### config.mk
export PLATFORM = sky130hd
export DESIGN_NAME = heading_hold_pid_drive
export DESIGN_NICKNAME = d
export VERILOG_FILES = /design/src/hdl/hhp_pkg.sv /design/src/hdl/hhp_mul.sv /design/src/hdl/hhp_div.sv /design/src/hdl/heading_hold_pid_drive.sv
export SDC_FILE = /design/constraint.sdc
export NUM_CORES = 2
export LEC_CHECK = 0
export BUFFER_PORTS_ARGS = -buffer_cell sky130_fd_sc_hd__buf_2
export CAP_MARGIN = 20
export CORE_MARGIN = 2
export CORE_UTILIZATION = 67
export DETAILED_ROUTE_END_ITERATION = 8
export MAX_ROUTING_LAYER = met4
export PLACE_DENSITY = 0.91
export SETUP_SLACK_MARGIN = 0.4
export SLEW_MARGIN = 40
export SYNTH_ARGS = -nofsm -noshare
export SYNTH_HDL_FRONTEND = slang
export SYNTH_SLANG_ARGS = --single-unit
### constraint.sdc
create_clock -name i_clk -period 24.8 [get_ports i_clk]
set_input_delay 2.48 -clock i_clk [delete_from_list [all_inputs] [get_ports i_clk]]
set_output_delay 2.48 -clock i_clk [all_outputs]
set_load 0.02 [all_outputs]
### src/hdl/hhp_pkg.sv
// hhp_pkg: shared widths, codes and fixed constants of the heading-hold PID drive.
// No dependencies; imported by hhp_mul, hhp_div and heading_hold_pid_drive.
package hhp_pkg;

    // serial arithmetic unit widths
    localparam int PW    = 50;                 // product / dividend width
    localparam int MB_W  = 20;                 // multiplier operand, one bit per cycle
    localparam int MB_CW = $clog2(MB_W + 1);
    localparam int DV_W  = 33;                 // divisor width
    localparam int DV_CW = $clog2(PW + 1);

    // direction codes
    localparam logic [2:0] DIR_STOP  = 3'd0;
    localparam logic [2:0] DIR_FWD   = 3'd1;
    localparam logic [2:0] DIR_BACK  = 3'd2;
    localparam logic [2:0] DIR_LEFT  = 3'd3;
    localparam logic [2:0] DIR_RIGHT = 3'd4;

    // register indexes
    localparam logic [1:0] REG_KP  = 2'd0;
    localparam logic [1:0] REG_KI  = 2'd1;
    localparam logic [1:0] REG_KD  = 2'd2;
    localparam logic [1:0] REG_OFS = 2'd3;

    localparam logic [15:0] KP_RST = 16'd6144;
    localparam logic [15:0] KI_RST = 16'd41;
    localparam logic [15:0] KD_RST = 16'd2048;

    // fixed scaling
    localparam int INC_SHIFT  = 9;          // rate * ms * 512
    localparam int INC_ROUND  = 500;
    localparam int INC_DIV    = 1000;
    localparam int DEG_MUL    = 225;        // deg = yaw * 225 / (31 * 2^17)
    localparam int DEG_DIV    = 4063232;
    localparam int PCT_DIV    = 100;
    localparam int MS_SCALE   = 1000;
    localparam int D_SCALE    = 1000000;
    localparam int DEN_UNIT   = 4096000;
    localparam int ANG_HI     = 6490685;
    localparam int ANG_LO     = -6501171;
    localparam int DEG_FOLD   = 179;
    localparam int DEG_TURN   = 360;
    localparam int ERR_MS_MAX = 368280;     // 360 deg * 1023 ms

    localparam int INTEG_LIMIT_DEF = 100;
    localparam int DUTY_MAX_DEF    = 255;

endpackage

### src/hdl/hhp_mul.sv
// hhp_mul: shift-add multiplier, one multiplier bit per cycle.
// Depends on hhp_pkg (PW, MB_W, MB_CW).
module hhp_mul
    import hhp_pkg::*;
(
    input  logic            i_clk,
    input  logic            i_rst_n,
    input  logic            i_start,
    input  logic [PW-1:0]   i_a,
    input  logic [MB_W-1:0] i_b,
    output logic            o_done,
    output logic [PW-1:0]   o_prod
);

    logic             r_busy;
    logic [MB_CW-1:0] r_cnt;
    logic [PW-1:0]    r_acc;
    logic [PW-1:0]    r_a;
    logic [MB_W-1:0]  r_b;

    always_ff @(posedge i_clk) begin
        if (!i_rst_n) begin
            r_busy <= 1'b0;
            r_cnt  <= '0;
        end else if (i_start) begin
            r_busy <= 1'b1;
            r_cnt  <= MB_CW'(MB_W);
        end else if (r_busy) begin
            if (r_cnt == '0) begin
                r_busy <= 1'b0;
            end else begin
                r_cnt <= r_cnt - 1'b1;
            end
        end
    end

    always_ff @(posedge i_clk) begin
        if (i_start) begin
            r_acc <= '0;
            r_a   <= i_a;
            r_b   <= i_b;
        end else if (r_busy && r_cnt != '0) begin
            if (r_b[0]) begin
                r_acc <= r_acc + r_a;
            end
            r_a <= r_a << 1;
            r_b <= r_b >> 1;
        end
    end

    assign o_done = r_busy && (r_cnt == '0);
    assign o_prod = r_acc;

endmodule

### src/hdl/hhp_div.sv
// hhp_div: restoring divider, one quotient bit per cycle.
// Depends on hhp_pkg (PW, DV_W, DV_CW).
module hhp_div
    import hhp_pkg::*;
(
    input  logic            i_clk,
    input  logic            i_rst_n,
    input  logic            i_start,
    input  logic [PW-1:0]   i_num,
    input  logic [DV_W-1:0] i_den,
    output logic            o_done,
    output logic [PW-1:0]   o_quo,
    output logic [DV_W-1:0] o_rem
);

    logic             r_busy;
    logic [DV_CW-1:0] r_cnt;
    logic [DV_W-1:0]  r_rem;
    logic [DV_W-1:0]  r_den;
    logic [PW-1:0]    r_quo;
    logic [DV_W:0]    w_t;
    logic [DV_W:0]    w_diff;
    logic             w_ge;

    assign w_t    = {r_rem, r_quo[PW-1]};
    assign w_ge   = w_t >= {1'b0, r_den};
    assign w_diff = w_t - {1'b0, r_den};

    always_ff @(posedge i_clk) begin
        if (!i_rst_n) begin
            r_busy <= 1'b0;
            r_cnt  <= '0;
        end else if (i_start) begin
            r_busy <= 1'b1;
            r_cnt  <= DV_CW'(PW);
        end else if (r_busy) begin
            if (r_cnt == '0) begin
                r_busy <= 1'b0;
            end else begin
                r_cnt <= r_cnt - 1'b1;
            end
        end
    end

    always_ff @(posedge i_clk) begin
        if (i_start) begin
            r_rem <= '0;
            r_den <= i_den;
            r_quo <= i_num;
        end else if (r_busy && r_cnt != '0) begin
            r_rem <= w_ge ? w_diff[DV_W-1:0] : w_t[DV_W-1:0];
            r_quo <= {r_quo[PW-2:0], w_ge};
        end
    end

    assign o_done = r_busy && (r_cnt == '0);
    assign o_quo  = r_quo;
    assign o_rem  = r_rem;

endmodule

### src/hdl/heading_hold_pid_drive.sv
// heading_hold_pid_drive: top level, sequencer of the heading-hold PID drive.
// Depends on hhp_pkg, hhp_mul and hhp_div.
//
// Usage:
//   Input channel (i_in_valid / o_in_stall): one beat per control tick carrying
//   the gyro rate, elapsed ms, direction code and speed in percent.
//   Output channel (o_out_valid / i_out_stall): one beat per tick with four
//   H-bridge duties, the folded heading in degrees and the PID correction.
//   Config port: i_cfg_we writes i_cfg_data to register i_cfg_idx
//   (0 Kp, 1 Ki, 2 Kd, 3 rate offset); write only while the block is idle.
// Arithmetic:
//   All products and quotients run through one bit-serial multiplier and
//   one restoring divider. Stop, turn and hold ticks take three products
//   and three divisions; forward and backward ticks add nine products and
//   one division.
//   One tick is in work at a time; o_in_stall is high while it is.
// Reset: synchronous, active low; gains return to 1.5 / 0.01 / 0.5, offset,
//   angle, heading locks, integral and held duties clear to zero.
// Stall: a finished beat sits in the output register; the next tick may be
//   accepted and worked on, but its result waits until the register is free.
module heading_hold_pid_drive
    import hhp_pkg::*;
#(
    parameter int INTEG_LIMIT = INTEG_LIMIT_DEF,
    parameter int DUTY_MAX    = DUTY_MAX_DEF
) (
    input  logic               i_clk,
    input  logic               i_rst_n,
    // configuration
    input  logic               i_cfg_we,
    input  logic [1:0]         i_cfg_idx,
    input  logic [15:0]        i_cfg_data,
    // input beat
    input  logic               i_in_valid,
    output logic               o_in_stall,
    input  logic signed [15:0] i_yaw_rate,
    input  logic [9:0]         i_elapsed_ms,
    input  logic [2:0]         i_direction,
    input  logic [6:0]         i_speed_pct,
    // output beat
    output logic               o_out_valid,
    input  logic               i_out_stall,
    output logic [7:0]         o_left_fwd_duty,
    output logic [7:0]         o_left_rev_duty,
    output logic [7:0]         o_right_fwd_duty,
    output logic [7:0]         o_right_rev_duty,
    output logic signed [8:0]  o_heading_deg,
    output logic signed [15:0] o_correction
);

    localparam int DUTY_W  = $clog2(DUTY_MAX + 1);
    localparam int INT_LIM = INTEG_LIMIT * MS_SCALE;
    localparam int INT_W   = $clog2(INT_LIM + ERR_MS_MAX + 1) + 1;

    typedef enum logic [4:0] {
        S_IDLE, S_INC_MUL, S_INC_DIV, S_DEG_MUL, S_DEG_DIV, S_PWM_MUL, S_PWM_DIV,
        S_LOCK, S_INT_MUL, S_P1, S_P2, S_P3, S_I1, S_I2, S_D1, S_D2, S_DEN,
        S_PID_DIV, S_MIX, S_OUT
    } t_state;

    t_state r_state;
    logic   r_wait;

    // config
    logic [15:0]        r_kp, r_ki, r_kd;
    logic signed [15:0] r_ofs;

    // captured tick
    logic               r_rate_neg;
    logic [16:0]        r_rate_mag;
    logic [9:0]         r_ms;
    logic [2:0]         r_dir;
    logic [6:0]         r_spd;

    // persistent state
    logic signed [23:0]      r_yaw;
    logic signed [8:0]       r_target;
    logic signed [9:0]       r_last;
    logic signed [INT_W-1:0] r_int;
    logic                    r_fwd, r_rev;
    logic [DUTY_W-1:0]       r_held [4];

    // per-tick working values
    logic signed [8:0]  r_deg;
    logic signed [9:0]  r_e;
    logic signed [10:0] r_de;
    logic [DUTY_W-1:0]  r_pwm;
    logic signed [PW:0] r_acc;
    logic [DV_W-1:0]    r_den;
    logic [PW-1:0]      r_q;
    logic               r_rnz;
    logic signed [15:0] r_corr;

    // output register
    logic               r_out_valid;
    logic [7:0]         r_o_lf, r_o_lr, r_o_rf, r_o_rr;
    logic signed [8:0]  r_o_deg;
    logic signed [15:0] r_o_corr;

    // arithmetic units
    logic            w_mul_go, w_div_go, w_mul_start, w_div_start;
    logic            w_mul_done, w_div_done;
    logic [PW-1:0]   w_mul_a, w_mul_prod, w_div_n, w_div_quo;
    logic [MB_W-1:0] w_mul_b;
    logic [DV_W-1:0] w_div_d, w_div_rem;

    hhp_mul u_mul (
        .i_clk   (i_clk),
        .i_rst_n (i_rst_n),
        .i_start (w_mul_start),
        .i_a     (w_mul_a),
        .i_b     (w_mul_b),
        .o_done  (w_mul_done),
        .o_prod  (w_mul_prod)
    );

    hhp_div u_div (
        .i_clk   (i_clk),
        .i_rst_n (i_rst_n),
        .i_start (w_div_start),
        .i_num   (w_div_n),
        .i_den   (w_div_d),
        .o_done  (w_div_done),
        .o_quo   (w_div_quo),
        .o_rem   (w_div_rem)
    );

    // ---- combinational helpers ----
    logic signed [16:0]      w_rate;
    logic [23:0]             w_yaw_mag;
    logic [9:0]              w_m;
    logic [9:0]              w_e_abs;
    logic [10:0]             w_de_abs;
    logic [INT_W-1:0]        w_i_abs;
    logic signed [PW:0]      w_acc_abs;
    logic signed [PW:0]      w_prod_s;
    logic                    w_sgn;
    logic signed [PW:0]      w_term;

    assign w_rate    = 17'(i_yaw_rate) - 17'(r_ofs);
    assign w_yaw_mag = r_yaw[23] ? 24'(-r_yaw) : 24'(r_yaw);
    assign w_m       = (r_ms == '0) ? 10'd1 : r_ms;
    assign w_e_abs   = r_e[9] ? 10'(-r_e) : 10'(r_e);
    assign w_de_abs  = r_de[10] ? 11'(-r_de) : 11'(r_de);
    assign w_i_abs   = r_int[INT_W-1] ? INT_W'(-r_int) : INT_W'(r_int);
    assign w_acc_abs = r_acc[PW] ? -r_acc : r_acc;
    assign w_prod_s  = $signed({1'b0, w_mul_prod});
    assign w_term    = w_sgn ? -w_prod_s : w_prod_s;

    // operand selection per step
    always_comb begin
        w_mul_go = 1'b0;
        w_div_go = 1'b0;
        w_mul_a  = '0;
        w_mul_b  = '0;
        w_div_n  = '0;
        w_div_d  = '0;
        w_sgn    = 1'b0;
        unique case (r_state)
            S_INC_MUL: begin
                w_mul_go = 1'b1;
                w_mul_a  = PW'(r_rate_mag);
                w_mul_b  = MB_W'(r_ms);
            end
            S_INC_DIV: begin
                w_div_go = 1'b1;
                w_div_n  = (w_mul_prod << INC_SHIFT) + PW'(INC_ROUND);
                w_div_d  = DV_W'(INC_DIV);
            end
            S_DEG_MUL: begin
                w_mul_go = 1'b1;
                w_mul_a  = PW'(w_yaw_mag);
                w_mul_b  = MB_W'(DEG_MUL);
            end
            S_DEG_DIV: begin
                w_div_go = 1'b1;
                w_div_n  = w_mul_prod;
                w_div_d  = DV_W'(DEG_DIV);
            end
            S_PWM_MUL: begin
                w_mul_go = 1'b1;
                w_mul_a  = PW'(DUTY_MAX);
                w_mul_b  = MB_W'(r_spd);
            end
            S_PWM_DIV: begin
                w_div_go = 1'b1;
                w_div_n  = w_mul_prod;
                w_div_d  = DV_W'(PCT_DIV);
            end
            S_INT_MUL: begin
                w_mul_go = 1'b1;
                w_mul_a  = PW'(w_e_abs);
                w_mul_b  = MB_W'(r_ms);
            end
            S_P1: begin
                w_mul_go = 1'b1;
                w_mul_a  = PW'(r_kp);
                w_mul_b  = MB_W'(w_e_abs);
            end
            S_P2: begin
                w_mul_go = 1'b1;
                w_mul_a  = w_mul_prod;
                w_mul_b  = MB_W'(MS_SCALE);
            end
            S_P3: begin
                w_mul_go = 1'b1;
                w_mul_a  = w_mul_prod;
                w_mul_b  = MB_W'(w_m);
                w_sgn    = r_e[9];
            end
            S_I1: begin
                w_mul_go = 1'b1;
                w_mul_a  = PW'(r_ki);
                w_mul_b  = MB_W'(w_i_abs);
            end
            S_I2: begin
                w_mul_go = 1'b1;
                w_mul_a  = w_mul_prod;
                w_mul_b  = MB_W'(w_m);
                w_sgn    = r_int[INT_W-1];
            end
            S_D1: begin
                w_mul_go = 1'b1;
                w_mul_a  = PW'(r_kd);
                w_mul_b  = MB_W'(w_de_abs);
            end
            S_D2: begin
                w_mul_go = 1'b1;
                w_mul_a  = w_mul_prod;
                w_mul_b  = MB_W'(D_SCALE);
                w_sgn    = r_de[10];
            end
            S_DEN: begin
                w_mul_go = 1'b1;
                w_mul_a  = PW'(DEN_UNIT);
                w_mul_b  = MB_W'(w_m);
            end
            S_PID_DIV: begin
                w_div_go = 1'b1;
                w_div_n  = w_acc_abs[PW-1:0];
                w_div_d  = r_den;
            end
            default: begin
            end
        endcase
    end

    assign w_mul_start = w_mul_go && !r_wait;
    assign w_div_start = w_div_go && !r_wait;

    // yaw update
    logic signed [27:0] w_inc_q, w_inc, w_sum;
    logic               w_out_range;
    assign w_inc_q     = $signed({2'b0, w_div_quo[25:0]});
    assign w_inc       = r_rate_neg ? -w_inc_q : w_inc_q;
    assign w_sum       = 28'(r_yaw) + w_inc;
    assign w_out_range = (w_sum > 28'(ANG_HI)) || (w_sum < 28'(ANG_LO));

    // degrees and fold
    logic signed [9:0] w_dq, w_degs, w_fold;
    assign w_dq   = $signed({1'b0, w_div_quo[8:0]});
    assign w_degs = r_yaw[23] ? -w_dq : w_dq;
    always_comb begin
        if (w_degs > 10'(DEG_FOLD)) begin
            w_fold = w_degs - 10'(DEG_TURN);
        end else if (w_degs < -10'(DEG_FOLD)) begin
            w_fold = w_degs + 10'(DEG_TURN);
        end else begin
            w_fold = w_degs;
        end
    end

    // heading lock
    logic              w_pid, w_lk;
    logic signed [8:0] w_targ;
    logic signed [9:0] w_lastv, w_e;
    logic signed [10:0] w_de;
    assign w_pid   = (r_dir == DIR_FWD) || (r_dir == DIR_BACK);
    assign w_lk    = (r_dir == DIR_FWD) ? r_fwd : r_rev;
    assign w_targ  = w_lk ? r_target : r_deg;
    assign w_lastv = w_lk ? r_last : '0;
    assign w_e     = 10'(w_targ) - 10'(r_deg);
    assign w_de    = 11'(w_e) - 11'(w_lastv);

    // integral clamp
    logic signed [INT_W-1:0] w_iprod, w_isum, w_iclamp;
    assign w_iprod = $signed(INT_W'(w_mul_prod));
    assign w_isum  = r_int + (r_e[9] ? -w_iprod : w_iprod);
    always_comb begin
        if (w_isum > INT_W'(INT_LIM)) begin
            w_iclamp = INT_W'(INT_LIM);
        end else if (w_isum < -INT_W'(INT_LIM)) begin
            w_iclamp = -INT_W'(INT_LIM);
        end else begin
            w_iclamp = w_isum;
        end
    end

    // mixing: floor of +-num/den from the magnitude quotient and remainder
    logic               w_neg;
    logic signed [29:0] w_qs, w_fl_pos, w_fl_neg, w_pwm_s, w_plus, w_minus, w_trunc;
    logic [DUTY_W-1:0]  w_dplus, w_dminus;
    logic signed [15:0] w_corr_sat;
    logic [DUTY_W-1:0]  w_d [4];

    function automatic logic [DUTY_W-1:0] clamp_duty(input logic signed [29:0] v);
        if (v < 0) begin
            return '0;
        end else if (v > 30'(DUTY_MAX)) begin
            return DUTY_W'(DUTY_MAX);
        end
        return v[DUTY_W-1:0];
    endfunction

    assign w_neg    = r_acc[PW];
    assign w_qs     = $signed({3'b0, r_q[26:0]});
    assign w_fl_pos = w_neg ? (r_rnz ? -w_qs - 30'sd1 : -w_qs) : w_qs;
    assign w_fl_neg = w_neg ? w_qs : (r_rnz ? -w_qs - 30'sd1 : -w_qs);
    assign w_pwm_s  = $signed(30'(r_pwm));
    assign w_plus   = w_pwm_s + w_fl_pos;
    assign w_minus  = w_pwm_s + w_fl_neg;
    assign w_dplus  = clamp_duty(w_plus);
    assign w_dminus = clamp_duty(w_minus);
    assign w_trunc  = w_neg ? -w_qs : w_qs;

    always_comb begin
        if (w_trunc > 30'sd32767) begin
            w_corr_sat = 16'sh7FFF;
        end else if (w_trunc < -30'sd32768) begin
            w_corr_sat = 16'sh8000;
        end else begin
            w_corr_sat = w_trunc[15:0];
        end
    end

    always_comb begin
        unique case (r_dir)
            DIR_STOP: begin
                w_d[0] = '0; w_d[1] = '0; w_d[2] = '0; w_d[3] = '0;
            end
            DIR_FWD: begin
                w_d[0] = w_dminus; w_d[1] = '0; w_d[2] = w_dplus; w_d[3] = '0;
            end
            DIR_BACK: begin
                w_d[0] = '0; w_d[1] = w_dplus; w_d[2] = '0; w_d[3] = w_dminus;
            end
            DIR_LEFT: begin
                w_d[0] = r_pwm; w_d[1] = '0; w_d[2] = '0; w_d[3] = r_pwm;
            end
            DIR_RIGHT: begin
                w_d[0] = '0; w_d[1] = r_pwm; w_d[2] = r_pwm; w_d[3] = '0;
            end
            default: begin
                // unknown code: keep driving what was driven last
                w_d[0] = r_held[0]; w_d[1] = r_held[1];
                w_d[2] = r_held[2]; w_d[3] = r_held[3];
            end
        endcase
    end

    // ---- sequencer ----
    always_ff @(posedge i_clk) begin
        if (!i_rst_n) begin
            r_state     <= S_IDLE;
            r_wait      <= 1'b0;
            r_kp        <= KP_RST;
            r_ki        <= KI_RST;
            r_kd        <= KD_RST;
            r_ofs       <= '0;
            r_yaw       <= '0;
            r_target    <= '0;
            r_last      <= '0;
            r_int       <= '0;
            r_fwd       <= 1'b0;
            r_rev       <= 1'b0;
            r_held[0]   <= '0;
            r_held[1]   <= '0;
            r_held[2]   <= '0;
            r_held[3]   <= '0;
            r_out_valid <= 1'b0;
        end else begin
            if (i_cfg_we) begin
                unique case (i_cfg_idx)
                    REG_KP:  r_kp  <= i_cfg_data;
                    REG_KI:  r_ki  <= i_cfg_data;
                    REG_KD:  r_kd  <= i_cfg_data;
                    REG_OFS: r_ofs <= $signed(i_cfg_data);
                    default: begin
                    end
                endcase
            end

            // S_OUT reloads the register itself when the beat leaves
            if (r_out_valid && !i_out_stall && r_state != S_OUT) begin
                r_out_valid <= 1'b0;
            end

            unique case (r_state)
                S_IDLE: begin
                    if (i_in_valid) begin
                        r_rate_neg <= w_rate[16];
                        r_rate_mag <= w_rate[16] ? 17'(-w_rate) : 17'(w_rate);
                        r_ms       <= i_elapsed_ms;
                        r_dir      <= i_direction;
                        r_spd      <= i_speed_pct;
                        r_state    <= S_INC_MUL;
                    end
                end
                S_INC_MUL, S_DEG_MUL, S_PWM_MUL, S_P1, S_P2, S_I1, S_D1: begin
                    if (w_mul_done) begin
                        r_wait <= 1'b0;
                        unique case (r_state)
                            S_INC_MUL: r_state <= S_INC_DIV;
                            S_DEG_MUL: r_state <= S_DEG_DIV;
                            S_PWM_MUL: r_state <= S_PWM_DIV;
                            S_P1:      r_state <= S_P2;
                            S_P2:      r_state <= S_P3;
                            S_I1:      r_state <= S_I2;
                            default:   r_state <= S_D2;
                        endcase
                    end else begin
                        r_wait <= 1'b1;
                    end
                end
                S_INC_DIV: begin
                    if (w_div_done) begin
                        r_wait  <= 1'b0;
                        r_yaw   <= w_out_range ? '0 : w_sum[23:0];
                        r_state <= S_DEG_MUL;
                    end else begin
                        r_wait <= 1'b1;
                    end
                end
                S_DEG_DIV: begin
                    if (w_div_done) begin
                        r_wait  <= 1'b0;
                        r_deg   <= w_fold[8:0];
                        r_state <= S_PWM_MUL;
                    end else begin
                        r_wait <= 1'b1;
                    end
                end
                S_PWM_DIV: begin
                    if (w_div_done) begin
                        r_wait  <= 1'b0;
                        r_pwm   <= (w_div_quo > PW'(DUTY_MAX)) ? DUTY_W'(DUTY_MAX)
                                                                : w_div_quo[DUTY_W-1:0];
                        r_state <= S_LOCK;
                    end else begin
                        r_wait <= 1'b1;
                    end
                end
                S_LOCK: begin
                    // first tick of a mode locks the heading and restarts the PID
                    if (w_pid) begin
                        r_target <= w_targ;
                        r_e      <= w_e;
                        r_de     <= w_de;
                        r_last   <= w_e;
                        if (!w_lk) begin
                            r_int <= '0;
                        end
                    end
                    r_fwd   <= (r_dir == DIR_FWD);
                    r_rev   <= (r_dir == DIR_BACK);
                    r_state <= w_pid ? S_INT_MUL : S_MIX;
                end
                S_INT_MUL: begin
                    if (w_mul_done) begin
                        r_wait  <= 1'b0;
                        r_int   <= w_iclamp;
                        r_state <= S_P1;
                    end else begin
                        r_wait <= 1'b1;
                    end
                end
                S_P3: begin
                    if (w_mul_done) begin
                        r_wait  <= 1'b0;
                        r_acc   <= w_term;
                        r_state <= S_I1;
                    end else begin
                        r_wait <= 1'b1;
                    end
                end
                S_I2: begin
                    if (w_mul_done) begin
                        r_wait  <= 1'b0;
                        r_acc   <= r_acc + w_term;
                        r_state <= S_D1;
                    end else begin
                        r_wait <= 1'b1;
                    end
                end
                S_D2: begin
                    if (w_mul_done) begin
                        r_wait <= 1'b0;
                        if (r_ms != '0) begin
                            r_acc <= r_acc + w_term;
                        end
                        r_state <= S_DEN;
                    end else begin
                        r_wait <= 1'b1;
                    end
                end
                S_DEN: begin
                    if (w_mul_done) begin
                        r_wait  <= 1'b0;
                        r_den   <= w_mul_prod[DV_W-1:0];
                        r_state <= S_PID_DIV;
                    end else begin
                        r_wait <= 1'b1;
                    end
                end
                S_PID_DIV: begin
                    if (w_div_done) begin
                        r_wait  <= 1'b0;
                        r_q     <= w_div_quo;
                        r_rnz   <= (w_div_rem != '0);
                        r_state <= S_MIX;
                    end else begin
                        r_wait <= 1'b1;
                    end
                end
                S_MIX: begin
                    r_held[0] <= w_d[0];
                    r_held[1] <= w_d[1];
                    r_held[2] <= w_d[2];
                    r_held[3] <= w_d[3];
                    r_corr    <= w_pid ? w_corr_sat : '0;
                    r_state   <= S_OUT;
                end
                S_OUT: begin
                    if (!r_out_valid || !i_out_stall) begin
                        r_o_lf      <= 8'(r_held[0]);
                        r_o_lr      <= 8'(r_held[1]);
                        r_o_rf      <= 8'(r_held[2]);
                        r_o_rr      <= 8'(r_held[3]);
                        r_o_deg     <= r_deg;
                        r_o_corr    <= r_corr;
                        r_out_valid <= 1'b1;
                        r_state     <= S_IDLE;
                    end
                end
                default: r_state <= S_IDLE;
            endcase
        end
    end

    assign o_in_stall       = (r_state != S_IDLE);
    assign o_out_valid      = r_out_valid;
    assign o_left_fwd_duty  = r_o_lf;
    assign o_left_rev_duty  = r_o_lr;
    assign o_right_fwd_duty = r_o_rf;
    assign o_right_rev_duty = r_o_rr;
    assign o_heading_deg    = r_o_deg;
    assign o_correction     = r_o_corr;

    // ---- checks ----
    a_lock_excl: assert property (@(posedge i_clk) disable iff (!i_rst_n)
        !(r_fwd && r_rev))
        else $error("forward and backward locks both set");

    a_yaw_range: assert property (@(posedge i_clk) disable iff (!i_rst_n)
        (r_yaw <= 24'(ANG_HI)) && (r_yaw >= 24'(ANG_LO)))
        else $error("yaw angle outside wrap window");

    a_accept_start: assert property (@(posedge i_clk) disable iff (!i_rst_n)
        (i_in_valid && !o_in_stall) |=> (r_state == S_INC_MUL))
        else $error("accepted beat did not start the sequence");

    a_units_excl: assert property (@(posedge i_clk) disable iff (!i_rst_n)
        !(w_mul_done && w_div_done))
        else $error("multiplier and divider finished together");

endmodule
### After elaboration in Yosys (flattened, before gate mapping)

Memory sizes are Yosys's and may differ from the RTL's.
Cells that the tools add are included.

| operators by class | value |
|---|---|
| add/sub/neg operators | 27 |
| magnitude comparators | 14 |
| eq/ne operators | 44 |
| mux-type cells | 100 |
| bitwise gates (word level) | 8 |
| reduce and logical (&&, ||, !) cells | 64 |

Operator list:

| kind | count |
|---|---|
| $pmux W50 S9 | 1 |
| $mux W51 | 5 |
| $mux W50 | 5 |
| $mux W20 | 9 |
| $pmux W20 S9 | 1 |
| $pmux W32 S5 | 1 |
| $pmux W51 S3 | 1 |
| $pmux W50 S3 | 1 |
| $pmux W33 S4 | 1 |
| $mux W30 | 4 |
| $mux W5 | 16 |
| $mux W8 | 10 |
| $pmux W5 S14 | 1 |
| $add A9 B30 Y30 | 2 |
| $gt A30 B9 Y1 const B | 2 |
| $lt A30 B1 Y1 const B | 2 |
| $add A51 B51 Y51 | 1 |
| $neg A50 Y51 | 1 |
| $add A50 B50 Y50 | 1 |
| $add A50 B9 Y50 const B | 1 |
| $gt A50 B8 Y1 const B | 1 |
| $neg A50 Y50 | 1 |
| $mux W24 | 2 |
| $eq A5 B4 Y1 const B | 8 |
| 79 further kinds | 179 |

| word-level totals | value |
|---|---|
| flip-flop bits (word level) | 646 |
| RAM bits | 32 |
| output and inout port bits | 59 |
| word-level logic and storage cells | 305 |
| memories kept | 1 |

Memories:

| memory | words | width | read ports | clocked after memory_dff | write ports | line | RTL |
|---|---|---|---|---|---|---|---|
| r_held | 4 | 8 | 4 | 0 | 4 | heading_hold_pid_drive.sv:81 | `logic [DUTY_W-1:0] r_held [4];` |

### Longest topological paths before layout

| depth | value |
|---|---|
| word-level depth | 11 |
| mapped depth | 27 |
| depth with buffers taken out | 25 |

### By module

From an unflattened synthesis, not the netlist that was laid out.

| unflattened totals | value |
|---|---|
| cells, all modules | 5,447 |
| area, all modules | 48,336.4 µm² |

Modules (own cells, without submodules):

| module | instances | cells each | area an instance (µm²) | sequential area each (µm²) |
|---|---|---|---|---|
| heading_hold_pid_drive | 1 | 3,964 | 33,565.9 | 11,521.0 |
| hhp_mul | 1 | 800 | 7,848.8 | 3,223.1 |
| hhp_div | 1 | 683 | 6,921.6 | 3,293.2 |

### Worst setup path after synthesis

Ideal clock, no wire load.

| timing | value |
|---|---|
| path kind | input to register |
| start | input i_rst_n |
| end | register r_acc[0] (enable) |
| data arrival time | 10,911 ps |
| setup slack | 13,156 ps |
| stages on the path | 3 |
| buffers on the path | 1 |
| cells stage by stage | clkbuf_1 nand3_1 a2111oi_0 |

| between the ends | value |
|---|---|
| word-level cells in the longest chain between the ends | 1 |

Ends and longest elaborated chain:

| element | line | RTL |
|---|---|---|
| start, declared | heading_hold_pid_drive.sv:28 | `input logic i_rst_n,` |
| $reduce_and A6 Y1 (no line) | -- |  |
| end signal, assigned | heading_hold_pid_drive.sv:480 | `r_acc <= w_term;` |
| end signal, assigned | heading_hold_pid_drive.sv:489 | `r_acc <= r_acc + w_term;` |
| end signal, assigned | heading_hold_pid_drive.sv:499 | `r_acc <= r_acc + w_term;` |
| end, declared | heading_hold_pid_drive.sv:88 | `logic signed [PW:0] r_acc;` |

No other way between the ends.
A chain may end at the register's enable or synchronous reset.

### Worst setup path in the final report

| timing | value |
|---|---|
| start | register u_mul.r_acc[0], in the netlist u_mul.o_prod[0] |
| end | register r_acc[50] (data pin) |

| between the ends | value |
|---|---|
| word-level cells in the longest chain between the ends | 6 |
| elaborated cells between the ends (all ways) | 8 |
| classes of those cells | add/sub (2); mux (6) |

Ends and longest elaborated chain:

| element | line | RTL |
|---|---|---|
| start, declared | hhp_mul.sv:17 | `logic [PW-1:0] r_acc;` |
| start signal, assigned | hhp_mul.sv:44 | `r_acc <= r_acc + r_a;` |
| $neg A50 Y51 | heading_hold_pid_drive.sv:148 | `assign w_term = w_sgn ? -w_prod_s : w_prod_s;` |
| $mux W51 * | heading_hold_pid_drive.sv:148 |  |
| $add A51 B51 Y51 | heading_hold_pid_drive.sv:489, heading_hold_pid_drive.sv:499 |  |
| $mux W51 | heading_hold_pid_drive.sv:498 | `if (r_ms != '0) begin` |
| $mux W51 | heading_hold_pid_drive.sv:496 | `if (w_mul_done) begin` |
| $pmux W51 S3 * | heading_hold_pid_drive.sv:398 | `unique case (r_state)` |

Mark *: on every way between the ends. The rest lies on a longest branch, timed or not. The select of a mux whose other input is x is not followed.

==> out/qor.log <==
INFO  timing         finalCritPeriodShare=29.5%
INFO  routing        routed_wl=138mm
INFO  worst_setup_path ff2ff_path_depth=24
INFO  pwr            switching_share=42.9%
INFO  timing         final-setup-viol-count=0
INFO  routing        remaining_drc_errors=4
INFO  timing         finalClockSkew=0.0259ns
INFO  clock_network  post-cts-setup-buffers=0
INFO  clock_network  clock_insertion_delay_worst_skew=0.64ns
INFO  timing         worst_margin_pin_slew=0.886ns
INFO  timing         period_minus_slack=7.31ns
INFO  synthesis      synth.avg_cell_area=8.81squm
INFO  synthesis      ys_ff_latch=678
INFO  min_path       number_of_cells_on_the_worst_hold_path=0
INFO  routing        detailedRoute.firstPassIterationCount=9
INFO  synthesis      mappedNetlistArea=46700squm
INFO  routing        total_number_of_vias=42.4k
INFO  global_route   groute.usage.overall=38.9%
INFO  floorplanning  die_w=268um
INFO  floorplanning  floorplan.die_area=71900squm
INFO  global_route   global_route.overflow_total=0
INFO  pwr            power.density_cell_area=104nW/um^2
INFO  synthesis      synth_edf_count=446
INFO  placement      dp.final_hpwl=98.4mm
INFO  floorplanning  number_of_placement_rows=96
INFO  timing         tns=0ns
INFO  synthesis      dominantRegCellSynth=sky130_fd_sc_hd__edfxtp_1
INFO  timing         relSlewSlack=40.0%
INFO  clock_network  cts_sinks=678
INFO  status         status=complete, but fails checks
INFO  cells_and_area final_net_count=5587
INFO  worst_setup_path crit_path_end_kind=flip-flop
INFO  timing         setup_repair_after_global_routing_missed_its_margin=no
INFO  run            cap_violations=0
INFO  floorplanning  start_util=67.9%
INFO  worst_setup_path worst_ep_required_time=25.17ns
INFO  timing         max_freq=0.137GHz
INFO  clock_network  cts_tree=done
INFO  pwr            power_frac_comb=45.3%
INFO  floorplanning  io-pin-count=118
INFO  global_route   antenna_found_initial=2
INFO  pwr            power.static_leakage=0.0199uW
INFO  global_route   first_global_vias=39.6k
INFO  floorplanning  core_area=68800squm
INFO  min_path       hold_class=reg -> reg
INFO  worst_setup_path worst_ep_arrival_time=7.68ns
INFO  clock_network  cts-resized-gates=0
INFO  placement      placement.io_buffers=117
INFO  synthesis      synth_warnings=0
INFO  global_route   grt_pass1_wl=215mm
INFO  synthesis      postSynthNetCount=5614
INFO  synthesis      post_synth_num_cell_types=110
INFO  pwr            power.total=5290uW
INFO  status         failing_checks=design-rule violations
INFO  cells_and_area drive_gt1_share=7.72%
INFO  timing         hold_violations=0
INFO  synthesis      share_of_the_yosys_chip_area_belonging_to_registers=38.6%
INFO  cells_and_area syn2layout_area_growth=8.35%
INFO  clock_network  htree_num_levels=3
INFO  worst_setup_path worst-setup-path-type=reg -> reg
INFO  pwr            vdd_drop_max=122uV
INFO  pwr            cell_internal_pwr=3020uW
INFO  pwr            clock_power_share=22.1%
INFO  synthesis      async_reset_ff_share=0%
INFO  routing        drtAntennaViolNets=0
INFO  clock_network  cts.hold.buffers_added=0
INFO  floorplanning  chipHeight=268um
INFO  worst_setup_path crit_fanout=11
INFO  clock_network  numCtsBuffers=74
INFO  clock_network  cts-root-buf=sky130_fd_sc_hd__clkbuf_16
INFO  worst_setup_path timing.critical_path.from_type=flip-flop
INFO  pwr            power_switching=2270uW
INFO  timing         drv_slew=0
INFO  placement      gp_congestion=1.02
INFO  routing        route.detailed.vias_per_inst=6.76
INFO  routing        avgRoutedWirePerCell=22.0um
INFO  routing        detail_route.iter0.violations=5691
INFO  synthesis      syn-instance-count=5300
INFO  clock_network  clock_pin_slew_on_the_worst_setup_and_hold_paths=0.06ns
INFO  global_route   maximum_number_of_pins_on_one_net_before_global_route_repair=91
INFO  pwr            power.sequential.fraction=32.5%
INFO  clock_network  clock_path_buffers=3
## per-stage QoR
stage | hold WS, ns | setup slack [ns] | util, % | cells | instance area [sq um]
5_1_grt | 0.423 | 17.08 | 73.5 | 6267 | 50600
4_1_cts | 0.419 | 17.66 | 73.5 | 6265 | 50600
3_5_place_dp | 0.405 | 17.74 | 69.8 | 6128 | 48000
3_3_place_gp | 0.400 | 17.92 | 69.6 | 6124 | 47900
6_report | 0.417 | 17.49 | 73.5 | 6267 | 50600
2_1_floorplan | 0.400 | 13.16 | - | 5300 | 46700
## state kept, by name (all words and copies together) (netlist names), 10 cells and up
| signal | flops |
|---|---|
| r_ofs | 16 |
| u_div.r_den | 33 |
| r_den | 33 |
| r_de | 11 |
| r_e | 10 |
| r_kd | 16 |
| r_last | 10 |
| u_div.o_rem | 33 |
| u_mul.r_b | 20 |
| o_correction | 16 |
| r_yaw | 24 |
| u_mul.r_a | 50 |
| u_mul.o_prod | 50 |
| r_acc | 51 |
| r_kp | 16 |
| r_rate_mag | 17 |
| r_held | 32 |
| u_div.o_quo | 50 |
| r_corr | 16 |
| r_ms | 10 |
| r_ki | 16 |
| r_int | 20 |
| r_q | 27 |
## layer usage
layer / wire, um / GRT usage (%)
met5: 0 / -
met4: 6350 / 15.9
met3: 15000 / 6.51
met2: 62600 / 60.5
met1: 53900 / 50.7
## placed cells by master, fill, tap and decap left out, drive strengths merged, types with 23 or more instances in the layout
cell	count
nand2	727
edfxtp	446
nor2	367
o21ai	354
a21oi	345
xnor2	307
ha	245
dfxtp	232
inv	214
buf	175
xor2	161
nor3	128
nand3	117
a21o	113
a21boi	105
clkbuf	99
or3	76
nor4	73
and3	60
nand2b	54
nor2b	54
a222oi	51
o31ai	49
nand4	48
and2	41
a22o	39
o21a	38
a31oi	37
or4	37
or2	35
o211ai	34
a211oi	34
o21bai	31
o41ai	30
a221oi	27
clkinv	27
a22oi	26
mux2i	24
o22ai	23
## final cells by class
cell class,count,area (sq um)
Sequential cell,678,18000
Fill cell,4905,18200
Clock buffer,99,2150
Antenna cell,2,5.00
Clock inverter,38,425
Inverter,213,802
Timing Repair Buffer,175,1060
Multi-Input combinational cell,4131,27000
Tap cell,931,1160
## logic make-up (layout without fill, tap and decap cells)
logic type,Yosys count,in the layout,share of synthesized area (%)
adder cells (fa/ha/maj),255,255,6.99
flip-flops,678,678,38.6
multiplexers,28,28,0.664
AND/OR/NAND/NOR,1885,1885,19.5
buffers and inverters,491,525,4.02
AO/OA/AOI/OAI,1494,1494,21.4
other,0,2,0
XOR/XNOR,469,469,8.82
## cells in the mapped netlist (60+ instances only)
master	count	area share, %
sky130_fd_sc_hd__nor3_1	119	1.3
sky130_fd_sc_hd__inv_1	209	1.7
sky130_fd_sc_hd__ha_1	245	6.6
sky130_fd_sc_hd__edfxtp_1	446	29
sky130_fd_sc_hd__a21boi_0	103	1.7
sky130_fd_sc_hd__nor4_1	70	0.94
sky130_fd_sc_hd__clkbuf_1	239	1.9
sky130_fd_sc_hd__nand2_1	727	5.8
sky130_fd_sc_hd__dfxtp_1	232	9.9
sky130_fd_sc_hd__a21o_1	113	1.8
sky130_fd_sc_hd__nand3_1	116	1.2
sky130_fd_sc_hd__xor2_1	161	3.0
sky130_fd_sc_hd__nor2_1	366	2.9
sky130_fd_sc_hd__a21oi_1	343	3.7
sky130_fd_sc_hd__and3_1	60	0.80
sky130_fd_sc_hd__o21ai_0	326	3.5
sky130_fd_sc_hd__xnor2_1	307	5.8
sky130_fd_sc_hd__or3_1	76	1.0
## path summary, 6_finish.rpt
path              slack, ns                    startpoint                        end
setup reg to reg      17.49  u_mul.o_prod[0]$_SDFFE_PP0P_        r_acc[50]$_DFFE_PP_
hold / removal         0.42       r_corr[9]$_SDFFCE_PP0P_  o_correction[9]$_DFFE_PP_
setup / recovery      17.49  u_mul.o_prod[0]$_SDFFE_PP0P_        r_acc[50]$_DFFE_PP_
hold reg to reg        0.42       r_corr[9]$_SDFFCE_PP0P_  o_correction[9]$_DFFE_PP_
## power by group through the flow
stage	Clock [uW]	Combinational, uW	Sequential [uW]
detailed placement	0	2310	1720
global route	1210	2630	1730
global placement	0	2250	1710
CTS	1170	2340	1700
finish	1170	2400	1720
floorplan	0	1780	1570
## worst max-delay path, cell delays in order (launching register included)
cell and delay (ns):
sky130_fd_sc_hd__dfxtp_1 0.48, sky130_fd_sc_hd__inv_1 0.15, sky130_fd_sc_hd__ha_1 0.21, sky130_fd_sc_hd__or3b_2 0.48
sky130_fd_sc_hd__or3_1 0.37, sky130_fd_sc_hd__or3_1 0.37, sky130_fd_sc_hd__or3_1 0.38, sky130_fd_sc_hd__nand2b_1 0.22
sky130_fd_sc_hd__or2_1 0.30, sky130_fd_sc_hd__or3_1 0.52, sky130_fd_sc_hd__o41ai_1 0.47, sky130_fd_sc_hd__xnor2_1 0.15
sky130_fd_sc_hd__ha_1 0.39, sky130_fd_sc_hd__nand3_1 0.12, sky130_fd_sc_hd__nor2_1 0.15, sky130_fd_sc_hd__and2_1 0.18
sky130_fd_sc_hd__inv_1 0.05, sky130_fd_sc_hd__o21ai_0 0.19, sky130_fd_sc_hd__a41oi_1 0.29, sky130_fd_sc_hd__o21ai_0 0.60
sky130_fd_sc_hd__a21o_1 0.23, sky130_fd_sc_hd__nand2_1 0.10, sky130_fd_sc_hd__o41a_1 0.31, sky130_fd_sc_hd__o21ai_0 0.20
sky130_fd_sc_hd__xor2_1 0.09
Note: power is estimated with default switching activity, not from simulation.
